[src/hdl/ipfp_pkg.sv]
// ----------------------------------------------------------------------------
// ipfp_pkg: shared types and constants of the position frame parser
// Header bytes, frame positions and the position fix record that travels
// from the frame tracker to the output register.
// ----------------------------------------------------------------------------
`default_nettype none

package ipfp_pkg;

   localparam logic [7:0] HDR_SYNC  = 8'hFA;
   localparam logic [7:0] HDR_ID    = 8'hFF;
   localparam logic [7:0] HDR_MID   = 8'h32;
   localparam logic [7:0] HDR_LEN   = 8'h0E;

   localparam int unsigned POS_WIDTH = 5;

   // Frame positions: 0 hunts for the sync byte, 1..3 expect header bytes,
   // 4..17 take payload bytes, 18 takes the checksum.
   localparam logic [POS_WIDTH-1:0] POS_HUNT     = 5'd0;
   localparam logic [POS_WIDTH-1:0] POS_FIRST    = 5'd1;
   localparam logic [POS_WIDTH-1:0] POS_PAYLOAD  = 5'd4;
   localparam logic [POS_WIDTH-1:0] POS_WORD_END = 5'd16;
   localparam logic [POS_WIDTH-1:0] POS_CHECK    = 5'd18;

   typedef struct packed {
      logic [31:0] latitude_bits;
      logic [31:0] longitude_bits;
      logic [31:0] altitude_bits;
   } fix_type;

   // Header byte expected at frame positions 1 to 3.
   function automatic logic [7:0] header_byte(input logic [1:0] pos);
      logic [7:0] want;
      case (pos)
         2'd1:    want = HDR_ID;
         2'd2:    want = HDR_MID;
         2'd3:    want = HDR_LEN;
         default: want = HDR_SYNC;
      endcase
      return want;
   endfunction

endpackage

`default_nettype wire

[src/hdl/ipfp_tracker.sv]
// ----------------------------------------------------------------------------
// ipfp_tracker: frame position, running checksum and word assembly
// Advances by one byte on each step and flags a byte that would close a
// frame with a good checksum.
// ----------------------------------------------------------------------------
`default_nettype none

module ipfp_tracker
   import ipfp_pkg::*;
(
   input  wire logic       clock,
   input  wire logic       reset,
   input  wire logic       step,
   input  wire logic [7:0] rx_byte,
   output logic            check_pass,
   output fix_type         fix
);

   logic [POS_WIDTH-1:0] pos_ff;
   logic [POS_WIDTH-1:0] pos_in;
   logic [7:0]           sum_ff;
   logic [7:0]           sum_in;
   logic [7:0]           sum_add;
   logic [31:0]          word_ff [3];
   logic [2:0]           word_we;
   logic [POS_WIDTH-1:0] idx;
   logic                 is_sync;

   assign sum_add    = sum_ff + rx_byte;
   assign is_sync    = (rx_byte == HDR_SYNC);
   assign idx        = pos_ff - POS_PAYLOAD;
   assign check_pass = (pos_ff == POS_CHECK) && (sum_add == 8'd0);

   assign fix.latitude_bits  = word_ff[0];
   assign fix.longitude_bits = word_ff[1];
   assign fix.altitude_bits  = word_ff[2];

   always_comb begin
      pos_in  = pos_ff;
      sum_in  = sum_ff;
      word_we = 3'b000;
      if (pos_ff == POS_HUNT || pos_ff > POS_CHECK) begin
         sum_in = 8'd0;
         pos_in = is_sync ? POS_FIRST : POS_HUNT;
      end else if (pos_ff < POS_PAYLOAD) begin
         if (rx_byte == header_byte(pos_ff[1:0])) begin
            sum_in = sum_add;
            pos_in = pos_ff + 1'b1;
         end else begin
            // A mismatching sync byte opens a new frame at once.
            sum_in = 8'd0;
            pos_in = is_sync ? POS_FIRST : POS_HUNT;
         end
      end else if (pos_ff < POS_CHECK) begin
         sum_in = sum_add;
         pos_in = pos_ff + 1'b1;
         if (pos_ff < POS_WORD_END) begin
            case (idx[3:2])
               2'd0:    word_we = 3'b001;
               2'd1:    word_we = 3'b010;
               2'd2:    word_we = 3'b100;
               default: word_we = 3'b000;
            endcase
         end
      end else begin
         sum_in = 8'd0;
         pos_in = POS_HUNT;
      end
   end

   always_ff @(posedge clock) begin
      if (reset) begin
         pos_ff <= POS_HUNT;
         sum_ff <= 8'd0;
      end else if (step) begin
         pos_ff <= pos_in;
         sum_ff <= sum_in;
      end
   end

   always_ff @(posedge clock) begin
      for (int i = 0; i < 3; i++) begin
         if (step && word_we[i]) begin
            word_ff[i] <= {word_ff[i][23:0], rx_byte};
         end
      end
   end

endmodule

`default_nettype wire

[src/hdl/imu_position_frame_parser.sv]
// ----------------------------------------------------------------------------
// imu_position_frame_parser: position frame parser for a serial sensor link
// Finds FA FF 32 0E frames in a byte stream, checks the additive checksum
// and reports latitude, longitude and altitude words.
// ----------------------------------------------------------------------------
// Usage:
// The req_ channel carries one received byte per transfer. The rsp_ channel
// carries one position fix per frame whose 8-bit sum of all bytes after the
// sync byte, checksum included, is zero; frames with a bad sum are dropped.
// A byte is taken into an input register and processed from there; a good
// checksum byte loads its fix into the output register that drives rsp_valid.
// One byte is accepted every cycle while req_stall is low; the rate is set
// by the position and checksum update in the tracker.
// When rsp_stall holds a fix in the output register, bytes keep flowing
// until another good checksum byte reaches the tracker; that byte waits
// in the input register and req_stall rises until the fix is taken.
// Synchronous reset returns the parser to hunting for the sync byte and
// empties both registers.
// ----------------------------------------------------------------------------
`default_nettype none

module imu_position_frame_parser
   import ipfp_pkg::*;
(
   input  wire logic        clock,
   input  wire logic        reset,
   input  wire logic        req_valid,
   output logic             req_stall,
   input  wire logic [7:0]  req_rx_byte,
   output logic             rsp_valid,
   input  wire logic        rsp_stall,
   output logic [31:0]      rsp_latitude_bits,
   output logic [31:0]      rsp_longitude_bits,
   output logic [31:0]      rsp_altitude_bits
);

   logic       in_valid_ff;
   logic [7:0] in_byte_ff;
   logic       rsp_valid_ff;
   logic       rsp_valid_in;
   fix_type    fix_ff;
   fix_type    fix;
   logic       check_pass;
   logic       out_free;
   logic       consume;
   logic       load;
   logic       req_take;

   assign out_free  = !rsp_valid_ff || !rsp_stall;
   assign consume   = in_valid_ff && (!check_pass || out_free);
   assign load      = consume && check_pass;
   assign req_stall = in_valid_ff && !consume;
   assign req_take  = req_valid && !req_stall;

   ipfp_tracker u_tracker (
      .clock      (clock),
      .reset      (reset),
      .step       (consume),
      .rx_byte    (in_byte_ff),
      .check_pass (check_pass),
      .fix        (fix)
   );

   always_comb begin
      if (load) begin
         rsp_valid_in = 1'b1;
      end else if (rsp_valid_ff && rsp_stall) begin
         rsp_valid_in = 1'b1;
      end else begin
         rsp_valid_in = 1'b0;
      end
   end

   always_ff @(posedge clock) begin
      if (reset) begin
         in_valid_ff  <= 1'b0;
         rsp_valid_ff <= 1'b0;
      end else begin
         rsp_valid_ff <= rsp_valid_in;
         if (req_take) begin
            in_valid_ff <= 1'b1;
         end else if (consume) begin
            in_valid_ff <= 1'b0;
         end
      end
   end

   always_ff @(posedge clock) begin
      if (req_take) begin
         in_byte_ff <= req_rx_byte;
      end
      if (load) begin
         fix_ff <= fix;
      end
   end

   assign rsp_valid          = rsp_valid_ff;
   assign rsp_latitude_bits  = fix_ff.latitude_bits;
   assign rsp_longitude_bits = fix_ff.longitude_bits;
   assign rsp_altitude_bits  = fix_ff.altitude_bits;

endmodule

`default_nettype wire

[config.mk]
export PLATFORM = sky130hd
export DESIGN_NAME = imu_position_frame_parser
export DESIGN_NICKNAME = d
export VERILOG_FILES = /design/src/hdl/ipfp_pkg.sv /design/src/hdl/ipfp_tracker.sv /design/src/hdl/imu_position_frame_parser.sv
export SDC_FILE = /design/constraint.sdc
export NUM_CORES = 1
export LEC_CHECK = 0
export BUFFER_PORTS_ARGS = -buffer_cell sky130_fd_sc_hd__buf_2
export CAP_MARGIN = 20
export CORE_MARGIN = 5
export CORE_UTILIZATION = 55
export CTS_CLUSTER_SIZE = 20
export DETAILED_ROUTE_END_ITERATION = 16
export GPL_TIMING_DRIVEN = 0
export PLACE_DENSITY = 0.76
export SETUP_SLACK_MARGIN = 0.5
export SYNTH_ARGS = -nofsm -noshare
export SYNTH_HDL_FRONTEND = slang
export SYNTH_SLANG_ARGS = --single-unit
[constraint.sdc]
create_clock -name clock -period 6.5 [get_ports clock]
set_input_delay 0.325 -clock clock [delete_from_list [all_inputs] [get_ports clock]]
set_output_delay 0.325 -clock clock [all_outputs]
set_load 0.005 [all_outputs]
### Word-level counts from Yosys, hierarchy flattened

Memories as Yosys holds them, arrays and structs flattened.
Cells that the tools add are included.

* register bits: 119
* memory bits (writable): 96
* bits of input ports: 12
* output and inout bits: 98
* word-level logic and storage cells: 80
* memories kept: 1

* add/sub/neg operators: 3
* magnitude comparators: 4
* equal/unequal tests: 8
* multiplexer cells: 33
* reductions and logical operators: 23

Memories
* u_tracker.word_ff: depth 3, width 32, read ports 3, clocked after Yosys merged registers in 0, write ports 1, line ipfp_tracker.sv:24 `logic [31:0] word_ff [3];`

Operator list (number)
* 32-bit two-way mux: 2
* 32-bit OR reduction: 2
* 8-bit two-way mux: 6
* 8-bit one-hot mux with 3 select lines: 1
* 5-bit two-way mux: 4
* 1-bit two-way mux: 13
* 3-bit two-way mux: 4
* 5-bit < comparator, second input constant: 2
* 1-bit logical AND: 9
* 3-bit one-hot mux with 3 select lines: 1
* 8-bit adder: 1
* 8-bit equality test: 1
* 8-bit equality test, second input constant: 1
* 8-bit logical NOT: 1
* 2-bit equality test, second input constant: 3
* 5-bit by 1-bit adder with 5-bit output, second input constant: 1
* 5-bit equality test, second input constant: 1
* 5-bit > comparator, second input constant: 1
* 1-bit logical NOT: 5
* 5-bit logical NOT: 1
* 5-bit by 3-bit < comparator with 1-bit output, second input constant: 1
* 2-bit by 1-bit equality test with 1-bit output, second input constant: 2
* 2-bit two-way mux: 2
* 4-bit by 3-bit subtractor with 4-bit output, second input constant: 1
* 3 further kinds: 5

### Longest topological paths before layout

Gate-level depths: netlist (run 1).

* depth after elaboration: 13
* mapped depth: 10

### Modules after synthesis

Synthesis (run 1) repeated with hierarchy kept, for this count alone.

* cell total of the unflattened synthesis: 341
* area total of the unflattened synthesis: 7189.4 sq um

Modules (own cells, without submodules)
* ipfp_tracker: times used 1, cells each 224, area each 3973.8 sq um, sequential area each 3143.0 sq um
* imu_position_frame_parser: times used 1, cells each 117, area each 3215.6 sq um, sequential area each 3163.0 sq um

### Worst setup path before layout (run 1)

No wires, ideal clock.

* kind: register to register
* start point: register in_byte_ff[0]
* end point: memory u_tracker.word_ff[1][0] (netlist: u_tracker.word_ff[0][32]), enable pin
* setup time: 0.502 ns
* arrival time: 5.012 ns
* path slack: 0.986 ns
* cell stages (with the launch flop): 9
* buffers on the path: 0
* period minus slack after synthesis: 5.514 ns
* path through: edfxtp_1 > ha_1 > fa_1 > a211oi_1 > nor2_1 > xor2_1 > a2111o_1 > o21ai_2 > nor4_1

* cells in the longest elaborated chain, start to end: 12

Ends and longest elaborated chain
* start, declared: line imu_position_frame_parser.sv:38 `logic [7:0] in_byte_ff;`
* start signal, assigned: line imu_position_frame_parser.sv:90 `in_byte_ff <= req_rx_byte;`
* 8-bit adder *: line ipfp_tracker.sv:29 `assign sum_add = sum_ff + rx_byte;`
* 8-bit logical NOT *: line ipfp_tracker.sv:32 `assign check_pass = (pos_ff == POS_CHECK) && (sum_add == 8'd0);`
* 1-bit logical AND *: line ipfp_tracker.sv:32
* 1-bit logical NOT *: line imu_position_frame_parser.sv:50 `assign consume = in_valid_ff && (!check_pass || out_free);`
* 1-bit logical OR *: line imu_position_frame_parser.sv:50
* 1-bit logical AND *: line imu_position_frame_parser.sv:50
* 1-bit logical AND: line ipfp_tracker.sv:83 `if (step && word_we[i]) begin`
* 1-bit two-way mux: line ipfp_tracker.sv:83
* 1-bit two-way mux (implied by the code): line ipfp_tracker.sv:84 `word_ff[i] <= {word_ff[i][23:0], rx_byte};`
* 32-bit OR reduction (no source line)
* 2-bit two-way mux (no source line) / 1-bit two-way mux (equally long branches) (2 in a row)
* end, declared: line ipfp_tracker.sv:24

Mark *: on every way between the ends. The rest lies on a longest branch, timed or not.

### Worst setup path after layout (run 1)

* start point: register in_byte_ff[0]
* end point: register rsp_altitude_bits[20] (netlist name)

* cells in the longest elaborated chain, start to end: 7

Ends and longest elaborated chain
* 8-bit adder *: line ipfp_tracker.sv:29
* 8-bit logical NOT *: line ipfp_tracker.sv:32
* 1-bit logical AND *: line ipfp_tracker.sv:32
* 1-bit logical NOT: line imu_position_frame_parser.sv:50
* 1-bit logical OR: line imu_position_frame_parser.sv:50
* 1-bit logical AND: line imu_position_frame_parser.sv:50
* 1-bit logical AND *: line imu_position_frame_parser.sv:51 `assign load = consume && check_pass;`
* net load: line imu_position_frame_parser.sv:46 `logic load;`

The timed path passes the listed nets; every way through them passes the cells marked *.
A chain may end at the register's enable or synchronous reset.

==> impl_results.md, run 1 <==
- Outcome: finished clean
- Critical path startpoint category: flop
- Register area: 0.00631 mm^2
- RSZ-0062 raised after global routing: false
- Met3 wire len: 859 um
- TritonCTS Buffers: 20
- Area occupied by multi-input gates: 910 um^2
- Area of the mapped netlist: 0.00725 mm^2
- DR vias/cell: 5.39
- CTS tree: done
- Synth cell types: 49
- Critical Path AT: 4.22 ns
- Slew margin rel.: 37.6%
- Area contributors post-synth: edfxtp_1 83%, dfxtp_1 4.1%, ha_1 1.9%
- Post-route DRC violation count: 0
- Initial DRC Count: 347
- Longest Clk Path Bufs: 3
- Routability cong.: 0.861
- Crit share post-route: 62.3%
- CTS root buffer: clkbuf_16
- Avg Cell Area, Syn: 20.5 um^2
- Total GRT Usage: 16.7%
- Vias: 3675
- Wire per inst: 19.1 um
- Met2 wire len: 6700 um
- Hold Path Class: in2reg
- Die H: 125 um
- Largest net degree at the start of global routing: 55
- Worst setup EP type: flop
- CP Max Fanout: 54
- Synth area leader: edfxtp_1
- Initial Util: 55.4%
- Fin. Hold Viols: 0
- Post-Synthesis Cells: 354
- Final setup viols: 0
- Highest Signal Layer: met4
- Clock skew: 0.00929 ns
- Top_reg_cell synth: edfxtp_1
- First-pass GRT wire length: 20400 um
- Post-layout instance area: 0.00878 mm^2
- Seq cells post-synth: 215
- Most frequent cells in the layout: 200 x edfxtp_1, 110 x buf_2, 21 x clkbuf_16, 15 x dfxtp_1, 14 x nand3_1
- Ys async rst share: 0%
- Pre-antenna DRT Iters: 4
- Die area: 0.0156 mm^2
- Tightest Pin Transition: 0.934 ns
- Area Growth Syn to Fin: 21.2%
- Minimum clock period: 4.05 ns
- Vias in the first global route: 3697
- Post-synth EDFFs: 200
- GRT overflow: 0
- CTS Sinks: 215
- Slew Viols, Final: 0
- Worst-Skew Late Latency: 0.49 ns
- Ports: 110
- Fmax: 247 MHz
- Core Util, Final: 67.1%
- H-tree levels: 1
- Yosys top cell area share: 82.8%
- Nets: 517
- Die Wd: 125 um
- Seq/Total Area, Yosys: 87.0%
- Clock transition at path regs: 0.06 ns
- Synthesis Warnings: 0
- Syn Nets: 378
- Power consumption: 2.72 mW
- Most common cell after layout, fill and taps aside: edfxtp_1
- Area after DPL: 0.00809 mm^2
- Core area: 0.0131 mm^2
- Max cap viols: 0
- Crit path required time: 6.67 ns
- Fillers: 810
- Number of diodes: 0
- Critical path type: reg2reg
- Layout cell share with drive strength beyond 1: 30.2%
- Maximum vdd drop: 154 uV
- FP Rows: 42
- Port buffer count: 109
- Met1 Routed Length: 5220 um
- Drt total wl: 13000 um
- Leakage: 3.04 nW
- Initial antenna violation count: 0
- P per Cell Area: 310 mW/mm^2
- HPWL after DPL: 7810 um
- Final ANT Viol Nets: 0
[layout make-up]
class	instances	area share [%]
Buffer	5	0.313
Clock inverter	8	1.28
Multi-Input combinational cell	126	10.4
Timing Repair Buffer	117	7.17
Clock buffer	27	6.24
Inverter	8	0.342
Tap cell	176	2.51
Sequential cell	215	71.8
[metrics by stage]
step	hold slack [ns]	std cells	setup WS [ns]	TNS [ns]
after CTS	0.00301	682	2.48	0
after detailed placement	0.405	644	2.48	0
after global placement	0.401	639	-0.759	-24.24
after global routing	0.000589	682	2.23	0
final	0.0220	682	2.45	0
after floorplan	0.400	354	0.986	0
[flip-flops by register name, indices dropped and copies added, names as in the netlist]
signal	count
u_tracker.word_ff	96
rsp_longitude_bits	32
rsp_latitude_bits	32
u_tracker.sum_ff	8
in_byte_ff	8
rsp_altitude_bits	32
rsp_valid	1
in_valid_ff	1
u_tracker.pos_ff	5
[routing by layer]
| metal | vias up | global-route usage [%] |
|---|---|---|
| met5 | - | 0 |
| met4 | 0 | 5.54 |
| met3 | 18 | 3.52 |
| met2 | 165 | 29.5 |
| met1 | 1816 | 20.7 |
| li1 | 1676 | - |
[cell families (layout without fill, tap and decap cells)]
family | Yosys count | after routing | share of synthesized area [%]
DFF | 215 | 215 | 87.0
and+or+nand+nor | 66 | 66 | 4.94
AOI/OAI and AO/OA | 43 | 43 | 4.49
buffers and inverters | 13 | 165 | 0.794
adders and majority gates | 12 | 12 | 2.17
xor gates and xnor gates | 4 | 4 | 0.483
muxes | 1 | 1 | 0.138
[path summary, 6_finish.rpt]
path,startpoint,endpoint,slack (ns),cells after the start
worst max-delay path,in_byte_ff[0],rsp_altitude_bits[20],2.45,9
worst min-delay path,req_rx_byte[2],in_byte_ff[2],0.02,1
worst max register to register,in_byte_ff[0],rsp_altitude_bits[20],2.45,9
worst min register to register,u_tracker.word_ff[0][31],rsp_latitude_bits[31],0.41,0
[cells in the mapped netlist, types with 4 or more instances]
cell type	instances
ha_1	11
nand2_1	11
o21ai_0	6
nor3b_1	5
dfxtp_1	15
edfxtp_1	200
inv_1	8
o21ai_1	8
a21oi_1	6
nor2_1	11
nor4_1	4
nand3_1	14
[what timing repair did]
item	4_1_cts	5_1_grt
endpoints found under the setup margin	0	0
hold buffers	3	0
hold endpoints to repair	3	0
gates resized for setup	0	0
setup buffers	0	0
[critical path, cell delays in order (launching register included)]
cell and delay [ns]:
edfxtp_1 0.54, ha_1 0.32, fa_1 0.41, a211oi_1 0.35, nor3b_1 0.12, mux2i_1 0.23
nand3_1 0.20, nor4_1 0.43, and2_4 0.74, buf_12 0.32
[power breakdown]
part	internal, mW	total, mW	switching (mW)
clock	0.710	1.18	0.467
combinational	0.0145	0.0346	0.0200
sequential	1.50	1.51	0.0113
total	2.22	2.72	0.498
No activity file was read; power rests on OpenSTA's default activity.
==> run 2, diff against run 1 <==
==> constraint.sdc (replaced) <==
create_clock -name clock -period 3.8 [get_ports clock]
set_input_delay 0.19 -clock clock [delete_from_list [all_inputs] [get_ports clock]]
set_output_delay 0.19 -clock clock [all_outputs]
set_load 0.005 [all_outputs]
==> impl_results.md, run 2 (synthesis gave the netlist of run 1 again) <==
- Outcome: finished clean
- Register area: 0.00631 mm^2
- Levels on crit path: 9
- Clock network power share: 40.3%
- Final ANT Viol Nets: 0
- Area after DPL: 0.00812 mm^2
- H-tree levels: 1
- Ports: 110
- Initial antenna violation count: 1
- Critical path type: reg2reg
- Combinational Power Share: 2.1%
- DR vias/cell: 5.40
- CP top delay family: simple AND/OR/NAND/NOR gates
- Largest net degree at the start of global routing: 39
- GR Layer Usage met1: 21.9%
- Number of diodes: 0
- Fin. Hold Viols: 0
- CTS root buffer: clkbuf_16
- Cells along the critical path: ha_4, a211oi_4, nor3_1, or3_1, and2_1, nor4_4, buf_4, and2_4, bufbuf_16
- R2r worst-path depth: 9
- Critical Path AT: 3.37 ns
- Port buffer count: 109
- Critical path startpoint category: flop
- Post-layout instance area: 0.00904 mm^2
- Crit path required time: 3.96 ns
- Core area: 0.0131 mm^2
- RSZ-0062 raised after global routing: true
- Die H: 125 um
- Power consumption: 4.47 mW
- Hold_sp: rsp_stall
- Area occupied by multi-input gates: 990 um^2
- Switch Pwr: 0.853 mW
- Worst-Skew Late Latency: 0.48 ns
- Power Internal: 3.62 mW
- Minimum clock period: 3.21 ns
- CP Max Fanout: 37
- Gr busiest metal: met2
- Max reg flops: 96
- Wire per inst: 18.1 um
- Most common cell after layout, fill and taps aside: edfxtp_1
- Sw Share: 19.1%
- Drt total wl: 12800 um
- Vias: 3816
- GR Layer Usage met2: 26.0%
- Fillers: 786
- Slowest stage delay, CP: 0.51 ns
- Total GRT Usage: 16.5%
- Post-Layout Cell Count: 707
- TritonCTS Buffers: 21
- CTS tree: done
- Fmax: 312 MHz
- Crit share post-route: 84.4%
- Final setup viols: 0
- Longest Clk Path Bufs: 3
- Post-route DRC violation count: 0
- Clock transition at path regs: 0.06 ns
- Hold Path Class: in2reg
- Layout cell share with drive strength beyond 1: 33.5%
- Inst Count DP: 642
- Die area: 0.0156 mm^2
- Initial Util: 55.4%
- GRT overflow: 0
- Maximum vdd drop: 266 uV
- Leakage: 3.14 nW
- First-pass GRT wire length: 20400 um
- Met3 Use GR: 4.72%
- Slew Viols, Final: 0
- FP Rows: 42
- Clock skew: 0.0120 ns
- Core Util, Final: 69.1%
- Origin of the critical flop-to-flop path: in_byte_ff[1]
- Nets: 543
- Crit path from: in_byte_ff[1]
- HPWL after DPL: 7580 um
- Initial DRC Count: 414
- Tightest Pin Transition: 0.931 ns
- Most frequent cells in the layout: 200 x edfxtp_1, 110 x buf_2, 21 x clkbuf_16, 18 x buf_4, 15 x dfxtp_1
- Routability cong.: 0.820
- Worst setup EP type: flop
- P per Cell Area: 494 mW/mm^2
- CP max-delay cell: edfxtp_1
- Vias in the first global route: 3717
- Max cap viols: 0
- Slew margin rel.: 37.8%
- Critical path buffer and inverter count: 2
- Hold depth: 3
- Area Growth Syn to Fin: 24.7%
- Largest reg by FF count: u_tracker.word_ff
- Sequential share of power: 57.6%
- Die Wd: 125 um
- CTS Sinks: 215
- Worst reg-to-reg setup slack: 0.59 ns
- Pre-antenna DRT Iters: 5
==> run 2: cell type report <==
cell class / count / area share [%]
plain buffers: 5 / 0.305
clock inverters: 10 / 0.568
inverters: 8 / 0.332
clock buffers: 25 / 5.98
flip-flops and latches: 215 / 69.8
multi-input cells: 127 / 10.9
repair buffers: 141 / 9.66
well taps: 176 / 2.44
==> run 2: power by group through the flow <==
stage | combinational (mW) | clock, mW | sequential, mW
after detailed placement | 0.0564 | 0 | 2.63
after global placement | 0.0531 | 0 | 2.63
final | 0.0934 | 1.80 | 2.57
after CTS | 0.0745 | 1.83 | 2.58
after global routing | 0.101 | 1.95 | 2.57
after floorplan | 0.0407 | 0 | 2.62
==> run 2: final timing paths <==
path                             to
max reg2reg  rsp_longitude_bits[15]
max          rsp_longitude_bits[15]
min reg2reg   rsp_altitude_bits[29]
min                       rsp_valid
==> run 2: stage by stage <==
| step | setup slack (ns) | TNS (ns) | hold slack, ns |
|---|---|---|---|
| after floorplan | 0.457 | 0 | 0.289 |
| after global routing | 0.453 | 0 | 0.0546 |
| after global placement | -0.216 | -8.90 | 0.370 |
| after CTS | 0.528 | 0 | 0.0101 |
| final | 0.593 | 0 | 0.0314 |
| after detailed placement | 0.189 | 0 | 0.368 |
==> run 2: repair_timing <==
| item | in CTS | in global routing |
|---|---|---|
| setup endpoints to repair | 99 | 92 |
| hold buffers | 9 | 0 |
| hold endpoints to repair | 9 | 0 |
| pin swaps | 3 | 3 |
| gates resized for setup | 4 | 2 |
| buffers inserted | 7 | 12 |
| cloned | 2 | 0 |
==> run 2: tightest hold or removal path, delay by kind of cell <==
| family | cells | cell delay (ns) |
|---|---|---|
| AO/OA/AOI/OAI | 1 | 0.07 |
| buffers and inverters | 1 | 0.10 |
| AND/OR/NAND/NOR | 1 | 0.09 |
==> run 2: routing by layer <==
layer	wire length, um	vias to the layer above	share of wire, %
met1	5090	1825	40
met5	13	-	0.10
met4	349	2	2.7
met3	1120	38	8.8
met2	6200	213	48
li1	-	1738	-
